[src/rtl/dws_pkg.sv]
// shared constants and types for the double-ended queue with search
`default_nettype none
package dws_pkg;

	localparam int DEPTH     = 16;
	localparam int IDX_W     = $clog2(DEPTH);
	localparam int OCC_W     = $clog2(DEPTH + 1);
	localparam int DATA_W    = 32;
	localparam int FUNC_W    = 3;
	localparam int POS_W     = 4;
	localparam int STAT_W    = 2;
	localparam int OCC_OUT_W = 5;

	localparam logic [FUNC_W-1:0] OP_PUSH_FRONT = 3'd0;
	localparam logic [FUNC_W-1:0] OP_PUSH_BACK  = 3'd1;
	localparam logic [FUNC_W-1:0] OP_POP_FRONT  = 3'd2;
	localparam logic [FUNC_W-1:0] OP_POP_BACK   = 3'd3;
	localparam logic [FUNC_W-1:0] OP_SEARCH     = 3'd4;

	localparam logic [STAT_W-1:0] STS_OK    = 2'd0;
	localparam logic [STAT_W-1:0] STS_FULL  = 2'd1;
	localparam logic [STAT_W-1:0] STS_EMPTY = 2'd2;

	typedef enum logic [2:0] {
		RES_OK    = 3'd0,
		RES_FULL  = 3'd1,
		RES_EMPTY = 3'd2,
		RES_POP   = 3'd3,
		RES_FOUND = 3'd4
	} res_t;

	typedef struct packed {
		logic load;
		logic write_front;
		logic write_back;
		logic rd_start;
		logic rd_next;
		logic retire_front;
		logic retire_back;
		logic finish;
		res_t res;
	} cmd_t;

	typedef struct packed {
		logic [FUNC_W-1:0] func;
		logic              full;
		logic              empty;
		logic              match;
		logic              scan_last;
	} sts_t;

endpackage
`default_nettype wire

[src/rtl/deque_with_search_top.sv]
// top level of the double-ended queue with search
//
//  channel  | handshake            | payload
//  ---------+----------------------+------------------------------------------------
//  command  | start, busy          | func, data_in
//  result   | done (one cycle)     | data_out, found, position, status, occupancy_out
//
// one item at a time; busy is high from acceptance until the result strobe
// push, invalid code or failed push/pop finish in the execute state; a pop finishes in the pop-read state after it
// search reads entries from the front (at most DEPTH), one store read per cycle
// arst_n clears pointers and occupancy; store contents are not cleared
// the receiver cannot stall: a new item may be started while a result is shown
`default_nettype none
module deque_with_search_top
	import dws_pkg::*;
(
	input  wire                      clk,
	input  wire                      arst_n,
	input  wire                      start,
	output logic                     busy,
	input  wire  [FUNC_W-1:0]        func,
	input  wire  signed [DATA_W-1:0] data_in,
	output logic                     done,
	output logic signed [DATA_W-1:0] data_out,
	output logic                     found,
	output logic [POS_W-1:0]         position,
	output logic [STAT_W-1:0]        status,
	output logic [OCC_OUT_W-1:0]     occupancy_out
);

	cmd_t cmd;
	sts_t sts;

	dws_ctrl u_ctrl (
		.clk    (clk),
		.arst_n (arst_n),
		.start  (start),
		.sts    (sts),
		.busy   (busy),
		.cmd    (cmd)
	);

	dws_dp u_dp (
		.clk           (clk),
		.arst_n        (arst_n),
		.cmd           (cmd),
		.func          (func),
		.data_in       (data_in),
		.sts           (sts),
		.done          (done),
		.data_out      (data_out),
		.found         (found),
		.position      (position),
		.status        (status),
		.occupancy_out (occupancy_out)
	);

endmodule
`default_nettype wire

[src/rtl/dws_ctrl.sv]
// controller state machine sequencing pushes, pops and searches
`default_nettype none
module dws_ctrl
	import dws_pkg::*;
(
	input  wire       clk,
	input  wire       arst_n,
	input  wire       start,
	input  wire sts_t sts,
	output logic      busy,
	output cmd_t      cmd
);

	typedef enum logic [3:0] {
		S_IDLE  = 4'b0001,
		S_EXEC  = 4'b0010,
		S_POPRD = 4'b0100,
		S_SCAN  = 4'b1000
	} state_t;

	state_t state_q, state_d;

	always_ff @(posedge clk or negedge arst_n) begin
		if (!arst_n) begin
			state_q <= S_IDLE;
		end else begin
			state_q <= state_d;
		end
	end

	assign busy = (state_q != S_IDLE);

	always_comb begin
		state_d = state_q;
		cmd     = '0;
		cmd.res = RES_OK;
		case (state_q)
			S_IDLE: begin
				if (start) begin
					cmd.load = 1'b1;
					state_d  = S_EXEC;
				end
			end
			S_EXEC: begin
				case (sts.func) inside
					OP_PUSH_FRONT, OP_PUSH_BACK: begin
						cmd.finish = 1'b1;
						state_d    = S_IDLE;
						if (sts.full) begin
							cmd.res = RES_FULL;
						end else begin
							cmd.write_front = (sts.func == OP_PUSH_FRONT);
							cmd.write_back  = (sts.func == OP_PUSH_BACK);
						end
					end
					OP_POP_FRONT, OP_POP_BACK: begin
						if (sts.empty) begin
							cmd.finish = 1'b1;
							cmd.res    = RES_EMPTY;
							state_d    = S_IDLE;
						end else begin
							cmd.rd_start = 1'b1;
							state_d      = S_POPRD;
						end
					end
					OP_SEARCH: begin
						if (sts.empty) begin
							cmd.finish = 1'b1;
							state_d    = S_IDLE;
						end else begin
							cmd.rd_start = 1'b1;
							state_d      = S_SCAN;
						end
					end
					default: begin
						cmd.finish = 1'b1;
						state_d    = S_IDLE;
					end
				endcase
			end
			S_POPRD: begin
				cmd.retire_front = (sts.func == OP_POP_FRONT);
				cmd.retire_back  = (sts.func == OP_POP_BACK);
				cmd.finish       = 1'b1;
				cmd.res          = RES_POP;
				state_d          = S_IDLE;
			end
			S_SCAN: begin
				if (sts.match) begin
					cmd.finish = 1'b1;
					cmd.res    = RES_FOUND;
					state_d    = S_IDLE;
				end else if (sts.scan_last) begin
					cmd.finish = 1'b1;
					state_d    = S_IDLE;
				end else begin
					cmd.rd_next = 1'b1;
				end
			end
			default: begin
				state_d = S_IDLE;
			end
		endcase
	end

endmodule
`default_nettype wire

[src/rtl/dws_dp.sv]
// datapath: ring store, front pointer, occupancy, scan index and result registers
`default_nettype none
module dws_dp
	import dws_pkg::*;
(
	input  wire                      clk,
	input  wire                      arst_n,
	input  wire  cmd_t               cmd,
	input  wire  [FUNC_W-1:0]        func,
	input  wire  signed [DATA_W-1:0] data_in,
	output sts_t                     sts,
	output logic                     done,
	output logic signed [DATA_W-1:0] data_out,
	output logic                     found,
	output logic [POS_W-1:0]         position,
	output logic [STAT_W-1:0]        status,
	output logic [OCC_OUT_W-1:0]     occupancy_out
);

	logic [DATA_W-1:0] mem [DEPTH];
	logic [DATA_W-1:0] rd_data_q;
	logic [FUNC_W-1:0] func_q;
	logic [DATA_W-1:0] value_q;
	logic [IDX_W-1:0]  front_q;
	logic [OCC_W-1:0]  occ_q;
	logic [IDX_W-1:0]  idx_q;
	logic              done_q;
	logic [DATA_W-1:0] data_out_q;
	logic              found_q;
	logic [POS_W-1:0]  position_q;
	logic [STAT_W-1:0] status_q;

	logic [IDX_W-1:0]  occ_lo;
	logic [IDX_W-1:0]  front_dec;
	logic [IDX_W-1:0]  wr_addr;
	logic [IDX_W-1:0]  rd_addr;
	logic              wr_en;
	logic              rd_en;

	assign occ_lo    = occ_q[IDX_W-1:0];
	assign front_dec = front_q - IDX_W'(1);
	assign wr_en     = cmd.write_front | cmd.write_back;
	assign wr_addr   = cmd.write_front ? front_dec : (front_q + occ_lo);
	assign rd_en     = cmd.rd_start | cmd.rd_next;

	always_comb begin
		if (cmd.rd_next) begin
			rd_addr = front_q + idx_q + IDX_W'(1);
		end else if (func_q == OP_POP_BACK) begin
			rd_addr = front_q + occ_lo - IDX_W'(1);
		end else begin
			rd_addr = front_q;
		end
	end

	// ring store
	always_ff @(posedge clk) begin
		if (wr_en) begin
			mem[wr_addr] <= value_q;
		end
		if (rd_en) begin
			rd_data_q <= mem[rd_addr];
		end
	end

	always_ff @(posedge clk) begin
		if (cmd.load) begin
			func_q  <= func;
			value_q <= data_in;
		end
	end

	always_ff @(posedge clk or negedge arst_n) begin
		if (!arst_n) begin
			front_q <= '0;
			occ_q   <= '0;
			idx_q   <= '0;
		end else begin
			if (cmd.write_front) begin
				front_q <= front_dec;
			end else if (cmd.retire_front) begin
				front_q <= front_q + IDX_W'(1);
			end
			if (wr_en) begin
				occ_q <= occ_q + OCC_W'(1);
			end else if (cmd.retire_front | cmd.retire_back) begin
				occ_q <= occ_q - OCC_W'(1);
			end
			if (cmd.rd_start) begin
				idx_q <= '0;
			end else if (cmd.rd_next) begin
				idx_q <= idx_q + IDX_W'(1);
			end
		end
	end

	always_ff @(posedge clk or negedge arst_n) begin
		if (!arst_n) begin
			done_q <= 1'b0;
		end else begin
			done_q <= cmd.finish;
		end
	end

	// result registers
	always_ff @(posedge clk) begin
		if (cmd.finish) begin
			data_out_q <= (cmd.res == RES_POP) ? rd_data_q : '0;
			found_q    <= (cmd.res == RES_FOUND);
			position_q <= (cmd.res == RES_FOUND) ? POS_W'(idx_q) : '0;
			case (cmd.res)
				RES_FULL:  status_q <= STS_FULL;
				RES_EMPTY: status_q <= STS_EMPTY;
				default:   status_q <= STS_OK;
			endcase
		end
	end

	assign sts.func      = func_q;
	assign sts.full      = (occ_q == OCC_W'(DEPTH));
	assign sts.empty     = (occ_q == '0);
	assign sts.match     = (rd_data_q == value_q);
	assign sts.scan_last = ((OCC_W'(idx_q) + OCC_W'(1)) == occ_q);

	assign done          = done_q;
	assign data_out      = data_out_q;
	assign found         = found_q;
	assign position      = position_q;
	assign status        = status_q;
	assign occupancy_out = OCC_OUT_W'(occ_q);

endmodule
`default_nettype wire
[config.mk]
export PLATFORM = sky130hd
export DESIGN_NAME = deque_with_search_top
export DESIGN_NICKNAME = d
export VERILOG_FILES = /design/src/rtl/dws_pkg.sv /design/src/rtl/deque_with_search_top.sv /design/src/rtl/dws_ctrl.sv /design/src/rtl/dws_dp.sv
export SDC_FILE = /design/constraint.sdc
export NUM_CORES = 1
export LEC_CHECK = 0
export BUFFER_PORTS_ARGS = -buffer_cell sky130_fd_sc_hd__buf_4
export CORE_AREA = 4 4 221 223
export DETAILED_ROUTE_END_ITERATION = 6
export DIE_AREA = 0 0 225 227
export GPL_TIMING_DRIVEN = 0
export PLACE_DENSITY = 0.77
export RECOVER_POWER = 100
export REMOVE_ABC_BUFFERS = 1
export SLEW_MARGIN = 20
export SYNTH_ARGS = -nofsm -noshare
export SYNTH_HDL_FRONTEND = slang
export SYNTH_HIERARCHICAL = 1
export SYNTH_SLANG_ARGS = --single-unit
[constraint.sdc]
create_clock -name clk -period 14.44 [get_ports clk]
set_input_delay 1.444 -clock clk [delete_from_list [all_inputs] [get_ports clk]]
set_output_delay 1.444 -clock clk [all_outputs]
set_load 0.01 [all_outputs]
======== Word-level counts from Yosys, hierarchy flattened ========
Memory sizes are Yosys's and may differ from the RTL's. A register that Yosys moved wholly into a read port is not among the register bits.
Cells that the tools add are included.
storage, ports and cells
  register bits after elaboration ......... 92
  RAM bits ................................ 512
  bits of input ports ..................... 38
  output and inout port bits .............. 46
  word-level logic and storage cells ...... 97
  memories ................................ 1
memories
  name      words  bits a word  rd ports  clocked after Yosys merged registers in  wr ports  RTL line      text
  u_dp.mem  16     32           1         1                                        1         dws_dp.sv:20  logic [DATA_W-1:0] mem [DEPTH];
cells by class
  $add $sub $neg .......................... 10
  equal/unequal tests ..................... 18
  mux-type cells .......................... 46
  bitwise logic cells ..................... 3
  reductions and logical operators ........ 8
operator list
  cell                 number
  $mux 4               15
  $eq 32x32->1         1
  $pmux 4 s3           2
  $mux 1               18
  $mux 3               5
  $add 4x1->4 const B  3
  $eq 3x2->1 const B   4
  $mux 5               2
  $add 4x4->4          2
  $sub 4x1->4 const B  2
  $eq 3x1->1 const B   2
  $eq 3x3->1 const B   2
  $mux 2               3
  $reduce_bool 2->1    3
  $add 4x1->5 const B  1
  $add 5x1->5 const B  1
  $eq 5x5->1           1
  $eq 5x5->1 const B   1
  $logic_not 5->1      1
  $sub 5x1->5 const B  1
  $eq 4x1->1 const B   1
  $eq 4x2->1 const B   1
  $eq 4x3->1 const B   1
  $eq 4x4->1 const B   1
  other kinds (8)      11

======== Depth between registers and ports, before layout ========
  depth in word-level cells ............... 9
  gate-level depth with buffers ........... 18
  gate-level depth less buffers ........... 14

======== Modules after synthesis ========
The synthesis kept the hierarchy.
modules (own cells, without submodules)
  module    instances  cells each  area each (µm²)  seq. area each (µm²)
  dws_dp    1          1771        27601.5          18908.1
  dws_ctrl  1          41          334.1            101.3

======== Worst setup path before layout ========
OpenSTA, ideal clock, no wires.
  kind .................................... register to register
  from .................................... register u_ctrl.state_q[2]
  to ...................................... memory u_dp.mem[12][0] (enable)
  data arrival time ....................... 4.277 ns
  required time ........................... 13.979 ns
  slack ................................... 9.702 ns
  cell stages (with the launch flop) ...... 8
  path buffers ............................ 1
  period minus slack after synthesis ...... 4.738 ns
  path through ............................ dfrtp_1 nor2_4 nand3b_4 or3_4 nor3_1 clkbuf_1 o21ai_0 nor3_1
RTL lines
  item                      RTL line        text
  start: declaration        dws_ctrl.sv:21  state_t state_q, state_d;
  start signal: assignment  dws_ctrl.sv:27  state_q <= state_d;
  end: declaration          dws_dp.sv:20

==> impl_metrics.ini <==
[run_status]
status = finished with violations
violations = capacitance limit, slew limit

[global_route]
antenna_found_initial = 0
grt_usage_pct = 25.8
grt_pass1_wl_um = 101000
first_global_vias = 16600
gr-total-overflow = 0
grt_max_degree = 97

[placement]
hpwlAfterDp_um = 43900
io_buffers = 83
gp_congestion = 0.784
placed_cell_area_um2 = 30500
dp_cells = 2471
place_ws_ns = 8.68

[clocking]
cts_tree = done
clock-sinks = 636
cts_root_buffer = clkbuf_16
cts_buffers = 61
cts_max_level = 2
clock_latency_ns = 0.63
clockBufferDepth = 3
post-cts-setup-buffer-count = 0
path_clk_slew_ns = 0.06
postCtsHoldBufs = 0
cts-resized-gates = 0

[logic_synthesis]
yosys.area_share.adder_pct = 0.797
yosysTopAreaCell = edfxtp_1
synth_edf_count = 618
synth-seq-cells = 636
synth_xor_area_share_pct = 1.86
ys_seq_area_share_pct = 68.0
synthArstFlopShare_pct = 2.83
muxShareOfSynthArea_pct = 4.13
synth.top_cell.area_share_pct = 66.4
ys_warn_count = 6
synth_compound_area_share_pct = 16.4
syn_area_um2 = 27900
synth_top_family_by_area = compound AO/OA/AOI/OAI gates
syn_inst = 1812
syn_avg_cell_area_um2 = 15.4
synth_area_leaders = edfxtp_1, a21boi_0, a32o_1, o32ai_1, and3_1
synth.distinct_cells = 57
synthSimpleGateAreaFrac_pct = 5.82
synth_flop_cell = edfxtp_1

[power]
ir_drop_mv = 0.120
power.switching_mw = 2.02
power_frac_clock_pct = 25.3
power_mw = 6.21
p_int_mw = 4.19
combPwrFrac_pct = 36.7
p_per_area_nw_per_um2 = 197
seqPwrFrac_pct = 38.0
switching_share_pct = 32.6
p_leak_nw = 10.5

[worst_setup_path]
cp-end-kind = flop
cp.required_ns = 14.81
worstPathMaxFanout = 80
critPathLaunchType = flop
cp_data_arrival_time_ns = 9.36
rrSetupSlack_ns = 5.45
critical_path_class = flop to flop

[route]
vias_per_cell = 6.63
first_pass_iters = 7
drc = 0
detail-route-antenna-nets = 0
wire_per_inst_um = 25.7
drtIter0Drc = 2226
num_vias = 17100
routed_wl_um = 66300

[job]
drv_cap = 10

[timing]
setup_ws_ns = 5.45
worst_pin_slew_ns = 3.95
final_max_slew_viol_count = 455
min_period_over_period_pct = 62.3
hold_violations = 0
relSlewSlack_pct = -164
timing.hold.ws_ns = 0.577
max_freq_mhz = 111
tns_ns = 0
skew_ns = 0.0237
setup_violations = 0
finalCriticalPeriod_ns = 8.99
rsz0062_at_grt = no

[worst_hold_path]
hold_class = flop to flop

[finish]
syn_to_final_growth_pct = 12.8
nets = 1981
finalNonFillerCells = 2584
n_antenna_cell = 0
finalInstanceArea_um2 = 31500
drive_gt1_share_pct = 9.51
post-route-util_pct = 67.7

[floorplan]
io_pins = 84
die-height_um = 227
die_area_um2 = 51100
start_util_pct = 60.0
coreArea_um2 = 46600
die_x_um = 225
rows = 79
-- cell families after synthesis --
kind of cell | Yosys count
AOI/OAI and AO/OA | 548
and+or+nand+nor | 270
buffers and inverters | 186
muxes | 100
adders and majority gates | 16
DFF | 636
xor gates and xnor gates | 56
-- placed cells by master (no fill, tap or decap), types with 10 or more instances in the layout --
master / instances
nand2_1: 16
ha_1: 13
and3_1: 129
and2_0: 29
o21ai_0: 10
nor3_1: 22
edfxtp_1: 618
and2_1: 11
a32o_1: 128
mux2i_1: 68
buf_16: 24
clkinv_1: 18
xnor2_1: 10
o32ai_1: 128
clkinv_2: 11
inv_1: 14
a21boi_0: 257
clkbuf_16: 63
clkbuf_1: 152
nor2_1: 20
mux2_1: 23
nor4_1: 10
xor2_1: 43
dfrtp_1: 17
buf_4: 20
clkbuf_4: 30
-- registers in the layout, indices dropped and copies added (netlist names), 2 cells and up --
| register | flops |
|---|---|
| u_ctrl/state_q | 4 |
| u_dp/data_out | 32 |
| u_dp/front_q | 4 |
| u_dp/func_q | 3 |
| u_dp/idx_q | 4 |
| u_dp/mem | 512 |
| u_dp/occupancy_out | 5 |
| u_dp/position | 4 |
| u_dp/rd_data_q | 32 |
| u_dp/status | 2 |
| u_dp/value_q | 32 |
-- cell usage after synthesis, types with 19 or more instances --
| cell | count |
|---|---|
| edfxtp_1 | 618 |
| a21boi_0 | 257 |
| clkbuf_1 | 134 |
| and3_1 | 129 |
| a32o_1 | 128 |
| o32ai_1 | 128 |
| mux2i_1 | 68 |
| xor2_1 | 43 |
| and2_1 | 40 |
| mux2_4 | 30 |
| buf_2 | 24 |
| nor3_1 | 22 |
| nor2_1 | 19 |
-- power groups by stage --
stage | clock network, mW | registers [mW] | logic [mW]
global route | 1.67 | 2.37 | 2.45
detailed placement | 0 | 2.40 | 2.41
CTS | 1.59 | 2.36 | 2.42
global placement | 0 | 2.40 | 2.33
floorplan | 0 | 2.36 | 1.71
finish | 1.57 | 2.36 | 2.28
-- critical path, stage by stage (launching register included) --
cell	delay [ns]
edfxtp_1	0.63
xor2_1	0.26
nor4_1	0.76
nand4_1	0.25
nor2_1	0.56
nor2_1	0.13
nand2_1	0.11
inv_1	0.20
nand2b_1	1.12
clkbuf_1	1.82
clkbuf_1	1.57
buf_12	0.36
a21boi_0	0.15
o32ai_1	0.31
mux2i_1	0.13
mux2_1	0.31
-- metal layers --
layer	up-vias	track usage [%]	wire length, um
met4	0	7.92	1820
li1	7580	-	-
met2	750	42.9	32400
met5	-	0	0
met1	8664	36.1	26800
met3	128	3.57	5320
-- final cells by class --
cell class	instances	area, um2
flip-flops and latches	636	19000
repair buffers	224	1690
inverters	14	52.6
fillers	3090	15000
clock inverters	42	358
clock buffers	71	1610
multi-input cells	990	8030
well taps	607	759
-- worst paths after layout --
| kind | start | to | cells past startpoint |
|---|---|---|---|
| min in group asynchronous | arst_n | u_ctrl/state_q[2]$_DFFE_PN0P_ | 1 |
| setup reg to reg | u_dp/value_q[19]$_DFFE_PP_ | u_dp/rd_data_q[5]$_DFFE_PP_ | 15 |
| hold reg to reg | u_dp/rd_data_q[30]$_DFFE_PP_ | u_dp/data_out[30]$_SDFFCE_PP0P_ | 1 |
| setup / recovery | u_dp/value_q[19]$_DFFE_PP_ | u_dp/rd_data_q[5]$_DFFE_PP_ | 15 |
| max in group asynchronous | arst_n | u_dp/idx_q[0]$_DFFE_PN0P_ | 1 |
| hold / removal | u_dp/rd_data_q[30]$_DFFE_PP_ | u_dp/data_out[30]$_SDFFCE_PP0P_ | 1 |
(Power assumes the default switching activity.)
